--- config.mk ---
export PLATFORM = sky130hd
export DESIGN_NAME = next_lexicographic_permutation_unit
export DESIGN_NICKNAME = d
export VERILOG_FILES = /design/src/rtl/nlp_pkg.sv /design/src/rtl/nlp_ram.sv /design/src/rtl/next_lexicographic_permutation_unit.sv
export VERILOG_INCLUDE_DIRS = /design/src /design/src/rtl
export SDC_FILE = /design/constraint.sdc
export NUM_CORES = 1
export LEC_CHECK = 0
export ABC_AREA = 1
export BUFFER_PORTS_ARGS = -buffer_cell sky130_fd_sc_hd__buf_2
export CAP_MARGIN = 20
export CORE_MARGIN = 4
export CORE_UTILIZATION = 50
export DETAILED_ROUTE_END_ITERATION = 10
export HOLD_SLACK_MARGIN = 0.05
export PLACE_DENSITY_LB_ADDON = 0.1
export SYNTH_ARGS = -nofsm -noshare
export SYNTH_HDL_FRONTEND = slang
export SYNTH_SLANG_ARGS = --single-unit
--- constraint.sdc ---
create_clock -name clk -period 4.3 [get_ports clk]
set_input_delay 0.645 -clock clk [delete_from_list [all_inputs] [get_ports clk]]
set_output_delay 0.645 -clock clk [all_outputs]
set_load 0.02 [all_outputs]
--- src/rtl/next_lexicographic_permutation_unit_defines.svh ---
// assertion macros for the next lexicographic permutation unit
// no dependencies; taken in by the top level
`ifndef NEXT_LEXICOGRAPHIC_PERMUTATION_UNIT_DEFINES_SVH
`define NEXT_LEXICOGRAPHIC_PERMUTATION_UNIT_DEFINES_SVH

// same-cycle implication, disabled while reset is low
`define NLP_ASSERT_IMP(label, clk, rst_n, ante, cons) \
    label: assert property (@(posedge clk) disable iff (!rst_n) (ante) |-> (cons)) \
        else $error("nlp check failed: same-cycle rule");

// next-cycle implication, disabled while reset is low
`define NLP_ASSERT_NXT(label, clk, rst_n, ante, cons) \
    label: assert property (@(posedge clk) disable iff (!rst_n) (ante) |=> (cons)) \
        else $error("nlp check failed: next-cycle rule");

`endif

--- src/rtl/nlp_pkg.sv ---
// shared constants, codes and sequencer states of the permutation unit
// no dependencies
`default_nettype none

package nlp_pkg;

    localparam int MAX_LEN    = 16;
    localparam int ELEM_WIDTH = 8;

    // fixed field widths of the item and configuration ports
    localparam int CMD_W = 1;
    localparam int POS_W = 4;
    localparam int VAL_W = 8;
    localparam int CFG_W = 5;

    // store address and length counter widths
    localparam int IDX_W = $clog2(MAX_LEN);
    localparam int LEN_W = $clog2(MAX_LEN + 1);

    localparam logic [CMD_W-1:0] CMD_LOAD    = 1'b0;
    localparam logic [CMD_W-1:0] CMD_ADVANCE = 1'b1;

    typedef enum logic [3:0] {
        ST_IDLE,
        ST_PIV_SCAN,
        ST_SUCC_SCAN,
        ST_SWAP_P,
        ST_SWAP_Q,
        ST_REV_CHK,
        ST_REV_RD_LO,
        ST_REV_RD_HI,
        ST_REV_WR_LO,
        ST_REV_WR_HI,
        ST_EMIT_RD,
        ST_EMIT_LD,
        ST_EMIT_WAIT
    } state_t;

endpackage

`default_nettype wire

--- src/rtl/nlp_ram.sv ---
// generic single-port-write, single-port-read ram with registered read data
// no dependencies
`default_nettype none

module nlp_ram #(
    parameter int WIDTH = 8,
    parameter int DEPTH = 16
) (
    input  wire logic                     clk,
    input  wire logic                     we,
    input  wire logic [$clog2(DEPTH)-1:0] wr_addr,
    input  wire logic [WIDTH-1:0]         wr_data,
    input  wire logic [$clog2(DEPTH)-1:0] rd_addr,
    output logic      [WIDTH-1:0]         rd_data
);

    logic [WIDTH-1:0] mem [DEPTH];

    always_ff @(posedge clk)
    begin
        if (we)
        begin
            mem[wr_addr] <= wr_data;
        end
        rd_data <= mem[rd_addr];
    end

endmodule

`default_nettype wire

--- src/rtl/next_lexicographic_permutation_unit.sv ---
// top level of the next lexicographic permutation unit: sequencer, shared compare
// depends on nlp_pkg, nlp_ram and next_lexicographic_permutation_unit_defines.svh
`default_nettype none
`include "next_lexicographic_permutation_unit_defines.svh"

//  channel | handshake             | payload
//  --------+-----------------------+------------------------------------------
//  in      | in_valid / in_ready   | cmd, position, value
//  out     | out_valid / out_ready | out_position, out_value, advanced, last
//  cfg     | cfg_valid / cfg_ready | cfg_data (seq_length)
//
//  a load item gives no result; in_ready stays high
//  an advance scans for the pivot and, if it finds one, for the successor, swaps the
//  two and reverses the tail, then emits every element, held by any output stall;
//  every read goes through the one read port of the sequence store
//  in_ready and cfg_ready are low from an advance of nonzero length until its last result is taken
//  reset clears the sequencer, the output valid and seq_length; the store is not cleared

module next_lexicographic_permutation_unit (
    input  wire logic                      clk,
    input  wire logic                      rst_n,
    // configuration
    input  wire logic                      cfg_valid,
    output logic                           cfg_ready,
    input  wire logic [nlp_pkg::CFG_W-1:0] cfg_data,
    // items in
    input  wire logic                      in_valid,
    output logic                           in_ready,
    input  wire logic [nlp_pkg::CMD_W-1:0] cmd,
    input  wire logic [nlp_pkg::POS_W-1:0] position,
    input  wire logic [nlp_pkg::VAL_W-1:0] value,
    // items out
    output logic                           out_valid,
    input  wire logic                      out_ready,
    output logic      [nlp_pkg::POS_W-1:0] out_position,
    output logic      [nlp_pkg::VAL_W-1:0] out_value,
    output logic                           advanced,
    output logic                           last
);

    import nlp_pkg::*;

    // control registers
    state_t                 state_reg,      state_next;
    logic                   out_valid_reg,  out_valid_next;
    logic [CFG_W-1:0]       seq_length_reg;
    logic                   arr_vld_reg,    arr_vld_next;

    // working registers
    logic [LEN_W-1:0]       len_reg,        len_next;
    logic [LEN_W-1:0]       k_reg,          k_next;
    logic [IDX_W-1:0]       arr_idx_reg,    arr_idx_next;
    logic [ELEM_WIDTH-1:0]  prev_reg,       prev_next;
    logic [IDX_W-1:0]       p_reg,          p_next;
    logic [ELEM_WIDTH-1:0]  piv_val_reg,    piv_val_next;
    logic                   found_reg,      found_next;
    logic [IDX_W-1:0]       q_reg,          q_next;
    logic [ELEM_WIDTH-1:0]  q_val_reg,      q_val_next;
    logic [IDX_W-1:0]       lo_reg,         lo_next;
    logic [IDX_W-1:0]       hi_reg,         hi_next;
    logic [ELEM_WIDTH-1:0]  lo_val_reg,     lo_val_next;

    // output registers
    logic [POS_W-1:0]       out_pos_reg,    out_pos_next;
    logic [VAL_W-1:0]       out_val_reg,    out_val_next;
    logic                   out_adv_reg,    out_adv_next;
    logic                   out_last_reg,   out_last_next;

    // store ports
    logic                   ram_we;
    logic [IDX_W-1:0]       ram_wr_addr;
    logic [ELEM_WIDTH-1:0]  ram_wr_data;
    logic [IDX_W-1:0]       ram_rd_addr;
    logic [ELEM_WIDTH-1:0]  ram_rd_data;

    // shared compare and helpers
    logic [ELEM_WIDTH-1:0]  cmp_a;
    logic                   cmp_lt;
    logic [LEN_W-1:0]       k_inc;
    logic [LEN_W-1:0]       len_eff;
    logic                   in_fire;

    nlp_ram #(
        .WIDTH (ELEM_WIDTH),
        .DEPTH (MAX_LEN)
    ) u_store (
        .clk     (clk),
        .we      (ram_we),
        .wr_addr (ram_wr_addr),
        .wr_data (ram_wr_data),
        .rd_addr (ram_rd_addr),
        .rd_data (ram_rd_data)
    );

    assign in_ready  = (state_reg == ST_IDLE);
    assign cfg_ready = (state_reg == ST_IDLE);
    assign in_fire   = in_valid && in_ready;

    assign out_valid    = out_valid_reg;
    assign out_position = out_pos_reg;
    assign out_value    = out_val_reg;
    assign advanced     = out_adv_reg;
    assign last         = out_last_reg;

    // one comparator serves both scans: the incoming element is always the right operand
    // pivot scan asks prev < cur, successor scan asks pivot < cur
    assign cmp_a  = (state_reg == ST_SUCC_SCAN) ? piv_val_reg : prev_reg;
    assign cmp_lt = (cmp_a < ram_rd_data);

    assign k_inc = k_reg + LEN_W'(1);

    // lengths above the store depth are clamped
    assign len_eff = (32'(seq_length_reg) > MAX_LEN) ? LEN_W'(MAX_LEN)
                                                     : LEN_W'(seq_length_reg);

    always_comb
    begin
        state_next     = state_reg;
        out_valid_next = out_valid_reg;
        arr_vld_next   = 1'b0;
        len_next       = len_reg;
        k_next         = k_reg;
        arr_idx_next   = k_reg[IDX_W-1:0];
        prev_next      = prev_reg;
        p_next         = p_reg;
        piv_val_next   = piv_val_reg;
        found_next     = found_reg;
        q_next         = q_reg;
        q_val_next     = q_val_reg;
        lo_next        = lo_reg;
        hi_next        = hi_reg;
        lo_val_next    = lo_val_reg;
        out_pos_next   = out_pos_reg;
        out_val_next   = out_val_reg;
        out_adv_next   = out_adv_reg;
        out_last_next  = out_last_reg;
        ram_we         = 1'b0;
        ram_wr_addr    = IDX_W'(position);
        ram_wr_data    = ELEM_WIDTH'(value);
        ram_rd_addr    = k_reg[IDX_W-1:0];

        case (state_reg)
            ST_IDLE:
            begin
                if (in_fire)
                begin
                    if (cmd == CMD_LOAD)
                    begin
                        // loads beyond the store depth are dropped
                        ram_we = (32'(position) < MAX_LEN);
                    end
                    else if (len_eff != '0)
                    begin
                        len_next   = len_eff;
                        k_next     = '0;
                        found_next = 1'b0;
                        state_next = ST_PIV_SCAN;
                    end
                end
            end

            ST_PIV_SCAN:
            begin
                // stream the sequence and keep the rightmost ascent
                if (k_reg < len_reg)
                begin
                    arr_vld_next = 1'b1;
                    k_next       = k_inc;
                end
                if (arr_vld_reg)
                begin
                    prev_next = ram_rd_data;
                    if ((arr_idx_reg != '0) && cmp_lt)
                    begin
                        p_next       = arr_idx_reg - IDX_W'(1);
                        piv_val_next = prev_reg;
                        found_next   = 1'b1;
                    end
                end
                else if (k_reg == len_reg)
                begin
                    if (found_reg)
                    begin
                        k_next     = LEN_W'(p_reg) + LEN_W'(1);
                        state_next = ST_SUCC_SCAN;
                    end
                    else
                    begin
                        k_next     = '0;
                        state_next = ST_EMIT_RD;
                    end
                end
            end

            ST_SUCC_SCAN:
            begin
                // last element right of the pivot that beats it is the rightmost one
                if (k_reg < len_reg)
                begin
                    arr_vld_next = 1'b1;
                    k_next       = k_inc;
                end
                if (arr_vld_reg)
                begin
                    if (cmp_lt)
                    begin
                        q_next     = arr_idx_reg;
                        q_val_next = ram_rd_data;
                    end
                end
                else if (k_reg == len_reg)
                begin
                    state_next = ST_SWAP_P;
                end
            end

            ST_SWAP_P:
            begin
                ram_we      = 1'b1;
                ram_wr_addr = p_reg;
                ram_wr_data = q_val_reg;
                state_next  = ST_SWAP_Q;
            end

            ST_SWAP_Q:
            begin
                ram_we      = 1'b1;
                ram_wr_addr = q_reg;
                ram_wr_data = piv_val_reg;
                lo_next     = p_reg + IDX_W'(1);
                hi_next     = IDX_W'(len_reg - LEN_W'(1));
                state_next  = ST_REV_CHK;
            end

            ST_REV_CHK:
            begin
                if (lo_reg < hi_reg)
                begin
                    state_next = ST_REV_RD_LO;
                end
                else
                begin
                    k_next     = '0;
                    state_next = ST_EMIT_RD;
                end
            end

            ST_REV_RD_LO:
            begin
                ram_rd_addr = lo_reg;
                state_next  = ST_REV_RD_HI;
            end

            ST_REV_RD_HI:
            begin
                ram_rd_addr = hi_reg;
                lo_val_next = ram_rd_data;
                state_next  = ST_REV_WR_LO;
            end

            ST_REV_WR_LO:
            begin
                ram_we      = 1'b1;
                ram_wr_addr = lo_reg;
                ram_wr_data = ram_rd_data;
                state_next  = ST_REV_WR_HI;
            end

            ST_REV_WR_HI:
            begin
                ram_we      = 1'b1;
                ram_wr_addr = hi_reg;
                ram_wr_data = lo_val_reg;
                lo_next     = lo_reg + IDX_W'(1);
                hi_next     = hi_reg - IDX_W'(1);
                state_next  = ST_REV_CHK;
            end

            ST_EMIT_RD:
            begin
                state_next = ST_EMIT_LD;
            end

            ST_EMIT_LD:
            begin
                out_valid_next = 1'b1;
                out_pos_next   = POS_W'(k_reg);
                out_val_next   = VAL_W'(ram_rd_data);
                out_adv_next   = found_reg;
                out_last_next  = (k_inc == len_reg);
                state_next     = ST_EMIT_WAIT;
            end

            ST_EMIT_WAIT:
            begin
                if (out_ready)
                begin
                    out_valid_next = 1'b0;
                    if (out_last_reg)
                    begin
                        state_next = ST_IDLE;
                    end
                    else
                    begin
                        // fetch the next element while this one leaves
                        ram_rd_addr = k_inc[IDX_W-1:0];
                        k_next      = k_inc;
                        state_next  = ST_EMIT_LD;
                    end
                end
            end

            default:
            begin
                state_next = ST_IDLE;
            end
        endcase
    end

    always_ff @(posedge clk or negedge rst_n)
    begin
        if (!rst_n)
        begin
            state_reg      <= ST_IDLE;
            out_valid_reg  <= 1'b0;
            seq_length_reg <= '0;
            arr_vld_reg    <= 1'b0;
        end
        else
        begin
            state_reg     <= state_next;
            out_valid_reg <= out_valid_next;
            arr_vld_reg   <= arr_vld_next;
            if (cfg_valid && cfg_ready)
            begin
                seq_length_reg <= cfg_data;
            end
        end
    end

    always_ff @(posedge clk)
    begin
        len_reg      <= len_next;
        k_reg        <= k_next;
        arr_idx_reg  <= arr_idx_next;
        prev_reg     <= prev_next;
        p_reg        <= p_next;
        piv_val_reg  <= piv_val_next;
        found_reg    <= found_next;
        q_reg        <= q_next;
        q_val_reg    <= q_val_next;
        lo_reg       <= lo_next;
        hi_reg       <= hi_next;
        lo_val_reg   <= lo_val_next;
        out_pos_reg  <= out_pos_next;
        out_val_reg  <= out_val_next;
        out_adv_reg  <= out_adv_next;
        out_last_reg <= out_last_next;
    end

    // no item is taken while a result is on offer
    `NLP_ASSERT_IMP(a_idle_no_result, clk, rst_n, in_ready, !out_valid)
    // the final item of a sequence frees the input
    `NLP_ASSERT_NXT(a_last_frees_input, clk, rst_n, out_valid && out_ready && last, in_ready)
    // an advance with a nonzero length keeps the block busy
    `NLP_ASSERT_NXT(a_advance_busy, clk, rst_n, in_fire && (cmd == CMD_ADVANCE) && (seq_length_reg != '0), !in_ready)
    // emitted positions stay inside the sequence in use
    `NLP_ASSERT_IMP(a_pos_in_range, clk, rst_n, out_valid, LEN_W'(out_position) < len_reg)

endmodule

`default_nettype wire

==> reports/metrics.yaml, run 1 <==
outcome:
  status: "complete, no violations"
global_route:
  grt_pass1_wl_um: 40000
  antenna_found_initial: 0
  grt_max_degree: 65
  grt_overflow: 0
  first_global_vias: 6854
  grtUsageTotal: 0.217
timing:
  layout_setup_ws_ps: 1120
  max_freq_mhz: 314
  period_needed_ps: 3180
  worstMarginPinSlew_ps: 831
  setup_viol: 0
  hold_violations: 0
  timing.clock.skew_ps: 15.8
  setup-tns-final_ps: 0
  fin_crit_sh: 0.740
  rsz0062_at_grt: "no"
  slew_viol_final: 0
  slew_headroom: 0.444
routing:
  num_vias: 7296
  avgRoutedWirePerCell_um: 19.2
  first_pass_iters: 5
  viasPerCell: 5.51
  ant_nets: 0
  routed_wl_um: 25400
  drc: 0
  drtIter0Drc: 784
final_layout:
  n_antenna_cell: 0
  finalNetCount: 1082
  drive_gt1_frac: 0.106
  syn_to_final_growth_pct: 11.2
  largest-register: "u_store.mem"
  largest_reg_flops: 128
  fillers: 1798
  design_area_um2: 11700
logic_synthesis:
  synth_warnings: 0
  synth_area_leaders: "edfxtp_1, nand3_1, nand2_1, inv_1, nand3b_1"
  ys_types: 45
  synth_top_family_by_area: "simple AND/OR/NAND/NOR gates"
  synth_compound_area_frac: 0.0494
  yosysMostFrequentCell: "edfxtp_1"
  syn_inst: 999
  ys_ff_latch: 224
  synth_xor_xnor_area_share: 0.0100
  muxShareOfSynthArea: 0
  netlist_area_um2: 10500
  synth_flop_cell: "edfxtp_1"
  synthAdderAreaFrac: 0.0238
  syn_nets: 1042
  async_flop_share: 0.0491
  yosys.area.top_type: "edfxtp_1"
  synth_commonest_cells: "edfxtp_1, nand3_1, nand2_1"
  seq_area_frac_synth: 0.624
  postSynthAreaPerCell_um2: 10.5
  synth_edf_count: 201
  yosys.area_share.simple: 0.210
  yosys.area.top_type_share: 0.575
die:
  die_h_um: 153
  die_area_um2: 23400
  coreArea_um2: 20400
  io_pins: 40
  fp.dieW_um: 153
  rows: 52
  start_util: 0.514
clocking:
  cts_sinks: 224
  cts_tree: "yes"
  clk_latency_ps: 510
  cts_buffers: 24
  post-cts-setup-buffer-count: 0
  path_clk_slew_ps: 60
  holdBufCountCts: 1
  cts-root-buf: "clkbuf_16"
  ctsLongestPathBuffers: 3
  cts_resized: 0
  htree_num_levels: 1
critical_path:
  worst-path-max-fanout: 14
  crit_type: "reg2reg"
  arrival_ps: 3310
  endpoint_kind: "register"
  critPathMaxStageDelay_ps: 620
  critPathTopFamily: "simple AND/OR/NAND/NOR gates"
  critPathRequiredTime_ps: 4430
  critPathLaunchType: "register"
  crit_slowest_cell: "nor2_1"
  path_cells: "inv_1 -> nor2_1 -> nand2_1 -> clkinv_1 -> nand2_1 -> nand4_1 -> o21ai_1 -> nand3_1 -> nor2_1"
  cp_num_buf_inv: 2
place:
  hpwlAfterDp_um: 16800
  pre_cts_ws_ps: 1200
  placed_area_um2: 10900
  place_congestion: 0.893
  io_buffer_count: 39
job:
  max-cap-violations: 0
worst_hold_path:
  hp-class: "in2reg"
power_and_ir_drop:
  peakVddDrop_mv: 0.369
  powerDensity_nw_per_um2: 760
  cellLeakagePower_nw: 4.80
## layout make-up
class,count,area (µm²),share of cell area
clock buffers,34,669,0.0574
flip-flops and latches,224,6550,0.562
well taps,270,338,0.0290
multi-input cells,569,3080,0.264
repair buffers,48,278,0.0238
inverters,172,646,0.0553
clock inverters,6,103,0.00879
## final timing paths
kind	end	depth (start not counted)	slack, ps	start
worst max-delay path	u_store.mem[12][5]	9	1120	state_reg[0]
worst min-delay path	out_valid	2	360	out_ready
worst min register to register	piv_val_reg[0]	0	450	prev_reg[0]
max in group asynchronous	arr_vld_reg	2	3510	rst_n
worst max register to register	u_store.mem[12][5]	9	1120	state_reg[0]
min in group asynchronous	state_reg[3]	2	550	rst_n
## cells in the final DEF, fill, tap and decap left out, types with 4 or more instances in the layout
cell type,Yosys,routed
a21oi_1,18,18
inv_2,12,12
buf_4,5,7
o21ai_0,35,35
edfxtp_1,201,201
ha_1,20,20
buf_2,14,39
nand3b_1,48,48
clkbuf_16,0,25
clkbuf_1,8,8
xor2_1,11,11
nand2_2,5,5
nand3_1,164,164
nor2_1,50,50
nor2_4,5,5
a221oi_1,8,8
nand4_1,5,5
inv_1,156,156
o22ai_1,4,4
nand2_1,158,158
clkinv_1,4,6
nor3_1,5,5
o221ai_1,5,5
dfxtp_1,12,12
dfrtp_1,11,11
## power breakdown
group	internal (W)	switching, W	leakage [nW]
Sequential	0.00309	0.000267	2.05
Combinational	0.000948	0.00252	2.38
Clock	0.00125	0.000790	0.374
## routing by layer
| layer | share of wire | GRT usage | routed length, µm |
|---|---|---|---|
| met5 | 0 | 0 | 0 |
| met3 | 0.071 | 0.0274 | 1800 |
| met2 | 0.43 | 0.314 | 11000 |
| met4 | 0.023 | 0.0560 | 573 |
| met1 | 0.47 | 0.348 | 12000 |
## metrics by stage
stage / utilization / cells / hold slack, ps / total power (W)
final: 0.571 / 1323 / 362 / 0.00887
after global routing: 0.571 / 1323 / 376 / 0.00943
after CTS: 0.570 / 1322 / 347 / 0.00888
after detailed placement: 0.532 / 1281 / 446 / 0.00683
after global placement: 0.532 / 1281 / 435 / 0.00682
after floorplan: - / 999 / 349 / 0.00578
## cell families after synthesis
group	Yosys count
simple gates	452
flops	224
buf+inv	206
compound gates	85
fa+ha+maj	20
xor+xnor	12
Power figures use the tool's default switching activity.
==> run 2, diff against run 1 <==
==> constraint.sdc (replaced) <==
create_clock -name clk -period 2.95 [get_ports clk]
set_input_delay 0.4425 -clock clk [delete_from_list [all_inputs] [get_ports clk]]
set_output_delay 0.4425 -clock clk [all_outputs]
set_load 0.02 [all_outputs]
==> run 2 against run 1 <==
  * Register-to-register slack worse by 830 ps
  * Clock skew down 11 ps
  * Critical endpoint is now piv_val_reg[4]
  * Worst setup slack worse by 830 ps
  * Maximum frequency up 19%
  * Combinational power up 55%
  * Flip-flop and latch count unchanged
  * Critical path depth up 1
  * Die area unchanged
  * Largest power group unchanged
  * Sequential power up 45%
  * First-iteration DRC count up 7.8%
==> reports/metrics.yaml, run 2 (same netlist as run 1, synthesis figures left out) <==
outcome:
  status: "complete, no violations"
worst_hold_path:
  hp-class: "in2reg"
  hold_depth: 2  # unchanged
power_and_ir_drop:
  peakVddDrop_mv: 0.632  # +71%
  internal_power_w: 0.00822  # +55%
  power_w: 0.0136  # +53%
  cellLeakagePower_nw: 5.05  # +5.1%
  combPwrFrac: 0.398  # +0.007
  p_sw_frac: 0.393  # -0.00977
  p_seq_frac: 0.358  # -0.021
  powerDensity_nw_per_um2: 1120  # +48%
  clkPwrFrac: 0.244  # +0.014
  p_sw_w: 0.00533  # +49%
timing:
  rsz0062_at_grt: "no"
  slew_headroom: 0.529  # +0.0843
  fin_crit_sh: 0.904  # +0.164
  hold_violations: 0  # unchanged
  period_needed_ps: 2670  # -515 ps
  slew_viol_final: 0  # unchanged
  worstMarginPinSlew_ps: 705  # -126 ps
  timing.clock.skew_ps: 5.00  # -10.8 ps
  max_freq_mhz: 375  # +19%
  setup_viol: 0  # unchanged
die:
  die_h_um: 153  # unchanged
  io_pins: 40  # unchanged
  start_util: 0.514  # unchanged
  coreArea_um2: 20400  # unchanged
  die_area_um2: 23400  # unchanged
  rows: 52  # unchanged
  fp.dieW_um: 153  # unchanged
critical_path:
  critPathRequiredTime_ps: 3180  # -1250 ps
  crit_type: "reg2reg"
  arrival_ps: 2900  # -410 ps
  worst-path-max-fanout: 15  # +1
  critPathLaunchType: "register"
  endpoint_kind: "register"
  r2r.worst_path.cells: 10  # +1
final_layout:
  drive_gt1_frac: 0.140  # +0.0339
  largest-register: "u_store.mem"
  syn_to_final_growth_pct: 15.0
  fillers: 1765  # -1.8%
  finalNetCount: 1117  # +3.2%
  utilization: 0.591  # +0.0194
  ff_latch_area_um2: 6550  # about the same
  final_cell_mix: "edfxtp_1, nand3_1, nand2_1, inv_1, nor2_1"
  multi_input_area_um2: 3090  # +0.32%
  n_antenna_cell: 0  # unchanged
  final_common_cell: "edfxtp_1"
  largest_reg_flops: 128  # unchanged
job:
  max-cap-violations: 0  # unchanged
place:
  hpwlAfterDp_um: 17200  # +2.5%
  place_congestion: 0.930  # +4.2%
  io_buffer_count: 39  # unchanged
routing:
  drc: 0  # unchanged
  num_vias: 7364  # +0.93%
  routed_wl_um: 26000  # +2.2%
  first_pass_iters: 6  # +1
  avgRoutedWirePerCell_um: 19.1  # -0.64%
  viasPerCell: 5.41  # -1.9%
  drtIter0Drc: 845  # +7.8%
  ant_nets: 0  # unchanged
clocking:
  clk_latency_ps: 520  # about the same
  cts-root-buf: "clkbuf_16"
  cts_sinks: 224  # unchanged
  path_clk_slew_ps: 60  # about the same
  htree_num_levels: 1  # unchanged
  cts_tree: "yes"
  ctsLongestPathBuffers: 3  # unchanged
  cts_buffers: 25  # +4.2%
global_route:
  grt_pass1_wl_um: 40700  # +1.7%
  antenna_found_initial: 0  # unchanged
  grt_overflow: 0  # unchanged
  grt_max_degree: 65  # unchanged
  grtUsageTotal: 0.221  # +0.00383
  first_global_vias: 7160  # +4.5%
## run 2: cell count changes in the layout (fill, tap and decap cells not counted), sizes merged
| cell | before | now |
|---|---|---|
| clkinv | 7 | 11 |
| buf | 47 | 81 |
| inv | 168 | 169 |
| clkbuf | 34 | 30 |
| bufinv | 3 | 6 |
## run 2: final timing paths
check | start | to | slack (ps)
setup / recovery | state_reg[3] | piv_val_reg[4] | 280
hold / removal | out_ready | out_valid | 150
setup reg to reg | state_reg[3] | piv_val_reg[4] | 280
hold reg to reg | arr_idx_reg[1] | q_reg[1] | 430
max in group asynchronous | rst_n | state_reg[1] | 2370
min in group asynchronous | rst_n | seq_length_reg[4] | 330
## run 2: what timing repair did
action,in CTS,in global routing
hold endpoints to repair,11,0
setup endpoints to repair,0,24
setup buffers,0,0
hold buffers,1,0
resized for setup,0,3
## run 2: final cells by class
cell class | instances | area share
clock inverter | 14 | 0.0185
sequential | 224 | 0.543
inverter | 172 | 0.0535
timing repair buffer | 82 | 0.0463
clock buffer | 30 | 0.0542
tap | 270 | 0.0280
multi-input combinational | 569 | 0.256
## run 2: power groups by stage
stage | Combinational [W] | Clock (W) | Sequential, W
finish | 0.00539 | 0.00331 | 0.00486
global route | 0.00601 | 0.00350 | 0.00490
CTS | 0.00538 | 0.00337 | 0.00485
detailed placement | 0.00535 | 0 | 0.00491
global placement | 0.00529 | 0 | 0.00490
floorplan | 0.00362 | 0 | 0.00480
## run 2: critical path, stage by stage (launching register included)
cell and delay, ps:
dfrtp_1 480, nor2_1 260, nand2_4 150, o21ai_0 200, ha_1 270, a21oi_1 140
nor2_1 50, a2111oi_0 300, nand2_1 160, nor2_1 180, buf_4 190
## run 2: routing by layer
layer / part of all wire / vias up / GRT usage
li1: - / 3561 / -
met1: 0.47 / 3503 / 0.341
met2: 0.44 / 260 / 0.335
met3: 0.064 / 40 / 0.0308
met4: 0.020 / 0 / 0.0522
met5: 0 / - / 0
## run 2: metrics by stage
step | TNS (ps) | setup slack, ps | instances | instance area (µm²) | hold WS, ps
5_1_grt | 0 | 3.10 | 1361 | 12100 | 137
3_3_place_gp | 0 | 329 | 1316 | 11200 | 338
3_5_place_dp | 0 | 215 | 1316 | 11200 | 339
2_1_floorplan | -1010 | -41.9 | 999 | 10500 | 147
4_1_cts | 0 | 183 | 1361 | 12100 | 132
6_report | 0 | 284 | 1361 | 12100 | 151
==> run 3, diff against run 2 <==
--- a/config.mk
+++ b/config.mk
@@ -10,10 +10,11 @@
 export BUFFER_PORTS_ARGS = -buffer_cell sky130_fd_sc_hd__buf_2
 export CAP_MARGIN = 20
 export CORE_MARGIN = 4
-export CORE_UTILIZATION = 50
+export CORE_UTILIZATION = 28
 export DETAILED_ROUTE_END_ITERATION = 10
 export HOLD_SLACK_MARGIN = 0.05
 export PLACE_DENSITY_LB_ADDON = 0.1
+export SLEW_MARGIN = 20
 export SYNTH_ARGS = -nofsm -noshare
 export SYNTH_HDL_FRONTEND = slang
 export SYNTH_SLANG_ARGS = --single-unit
==> run 3 against run 2 <==
  * Combinational power is 8.9% higher
  * Sequential power hardly changed
  * Power is 3.9% higher
  * Core utilization is 25 points lower
  * Clock-buffer cell count is 3 higher
  * Critical path type unchanged
  * Highest routed layer unchanged
==> reports/metrics.yaml, run 3 (same netlist as run 1, synthesis figures left out) <==
clocking:
  htree_num_levels: 1  # unchanged
  cts_buffers: 28  # +12%
  cts_sinks: 224  # unchanged
  path_clk_slew_ps: 60  # about the same
  cts_tree: "yes"
  clk_latency_ps: 580  # +60 ps
  ctsLongestPathBuffers: 3  # unchanged
  cts-root-buf: "clkbuf_16"
  post-cts-setup-buffer-count: 0  # unchanged
critical_path:
  endpoint_kind: "register"
  critPathLaunchType: "register"
  arrival_ps: 2860  # -40 ps
  path_cells: "nor2_2 -> buf_4 -> nand2_2 -> o22ai_1 -> inv_1 -> nand4_1 -> o21ai_1 -> nor2_1 -> nand2_1 -> nor2_1"
  cp_common_cell: "nor2_1"
  worst-path-max-fanout: 10  # -5
  crit_slowest_cell: "nor2_1"
  critPathMaxStageDelay_ps: 630  # +150 ps
  crit_type: "reg2reg"
  critPathRequiredTime_ps: 3150  # -30 ps
power_and_ir_drop:
  cellLeakagePower_nw: 5.14  # +1.8%
  power_w: 0.0141  # +3.9%
  powerDensity_nw_per_um2: 1130  # +0.52%
  peakVddDrop_mv: 0.617  # -2.4%
routing:
  met2_wirelength_um: 14100  # +22%
  first_pass_iters: 5  # -1
  route.met3.wl_um: 1300  # -22%
  num_vias: 7331  # -0.45%
  drc: 0  # unchanged
  viasPerCell: 4.63  # -14%
  avgRoutedWirePerCell_um: 19.7  # +3.2%
  wl_met1_um: 15200  # +24%
  routed.top_layer: "met4"
  routed_wl_um: 31200  # +20%
  drtIter0Drc: 402  # -52%
  ant_nets: 0  # unchanged
die:
  rows: 70  # +35%
  die_h_um: 202  # +32%
  coreArea_um2: 36800  # +80%
  die_area_um2: 40600  # +74%
  io_pins: 40  # unchanged
  fp.dieW_um: 202  # +32%
  start_util: 0.285  # -0.228
global_route:
  grt_max_degree: 65  # unchanged
  first_global_vias: 7351  # +2.7%
  grt_pass1_wl_um: 47300  # +16%
  grtUsageTotal: 0.151  # -0.0696
  antenna_found_initial: 0  # unchanged
  grt_overflow: 0  # unchanged
final_layout:
  finalNetCount: 1135  # +1.6%
  drive_gt1_frac: 0.159  # +0.0186
  largest-register: "u_store.mem"
  largest_reg_flops: 128  # unchanged
  n_antenna_cell: 0  # unchanged
  final_common_cell: "edfxtp_1"
  final_cell_mix: "edfxtp_1, nand3_1, nand2_1, inv_1, buf_4"
  syn_to_final_growth_pct: 18.8
place:
  hpwlAfterDp_um: 21100  # +22%
  pre_cts_ws_ps: 244  # +29.5 ps
  place_congestion: 0.821  # -12%
  io_buffer_count: 39  # unchanged
timing:
  slew_headroom: 0.468  # -0.0608
  slew_viol_final: 0  # unchanged
  worstMarginPinSlew_ps: 795  # +90.0 ps
  setup-tns-final_ps: 0  # unchanged
  hold_violations: 0  # unchanged
  fin_crit_sh: 0.899  # -0.00428
  max_freq_mhz: 377  # +0.48%
  setup_viol: 0  # unchanged
  rsz0062_at_grt: "no"
  period_needed_ps: 2650  # -12.6 ps
  timing.clock.skew_ps: 28.8  # +23.8 ps
  layout_setup_ws_ps: 297  # +12.6 ps
outcome:
  status: "complete, no violations"
job:
  max-cap-violations: 0  # unchanged
worst_hold_path:
  hp-class: "in2reg"
-- run 3: cell count changes in the layout (fill, tap and decap cells not counted), sizes merged --
cell      delta
inv          -1
buf         +15
clkbuf       +3
clkinv       +8
bufinv       -4
clkinvlp     +2
-- run 3: cell type report --
cell class                      instances  area (µm²)
Sequential cell                       224        6550
Fill cell                            3800       24300
Timing Repair Buffer                   97         683
Multi-Input combinational cell        569        3100
Clock buffer                           33         719
Tap cell                              468         586
Inverter                              172         646
Clock inverter                         19         183
-- run 3: final timing paths --
check                      cells after the start            endpoint    startpoint  slack [ps]
max                                           10  u_store.mem[15][4]  state_reg[3]         300
min                                            2           out_valid     out_ready         110
max reg2reg                                   10  u_store.mem[15][4]  state_reg[3]         300
min reg2reg                                    0      piv_val_reg[0]   prev_reg[0]         450
max in group asynchronous                      2        state_reg[1]         rst_n        2360
min in group asynchronous                      2   seq_length_reg[1]         rst_n         310
-- run 3: critical path, delay by kind of cell, from the launching register on --
kind                   cells  cell delay [ps]
buffers and inverters      2              280
DFF                        1              480
AOI/OAI and AO/OA          2              260
and+or+nand+nor            6             1270
-- run 3: what timing repair did --
action	4_1_cts	5_1_grt
hold buffers	1	0
setup endpoints to repair	0	24
resized for setup	0	5
endpoints found under the hold margin	11	0
-- run 3: routing by layer --
layer,vias to the layer above,GRT usage
met1,3527,0.221
met4,0,0.0354
li1,3598,-
met5,-,0
met2,172,0.240
met3,34,0.0205
-- run 3: metrics by stage --
stage,instance area (µm²),hold slack [ps],utilization,std cells
finish,12500,114,0.339,1582
detailed placement,11500,356,0.314,1529
global placement,11500,348,0.314,1529
floorplan,10500,147,-,999
global route,12500,128,0.339,1582
CTS,12500,93.6,0.338,1582
-- run 3: where the power goes --
part	internal [W]	leakage, nW	switching [W]
sequential	0.00449	2.05	0.000374
combinational	0.00180	2.65	0.00407
clock	0.00193	0.439	0.00141
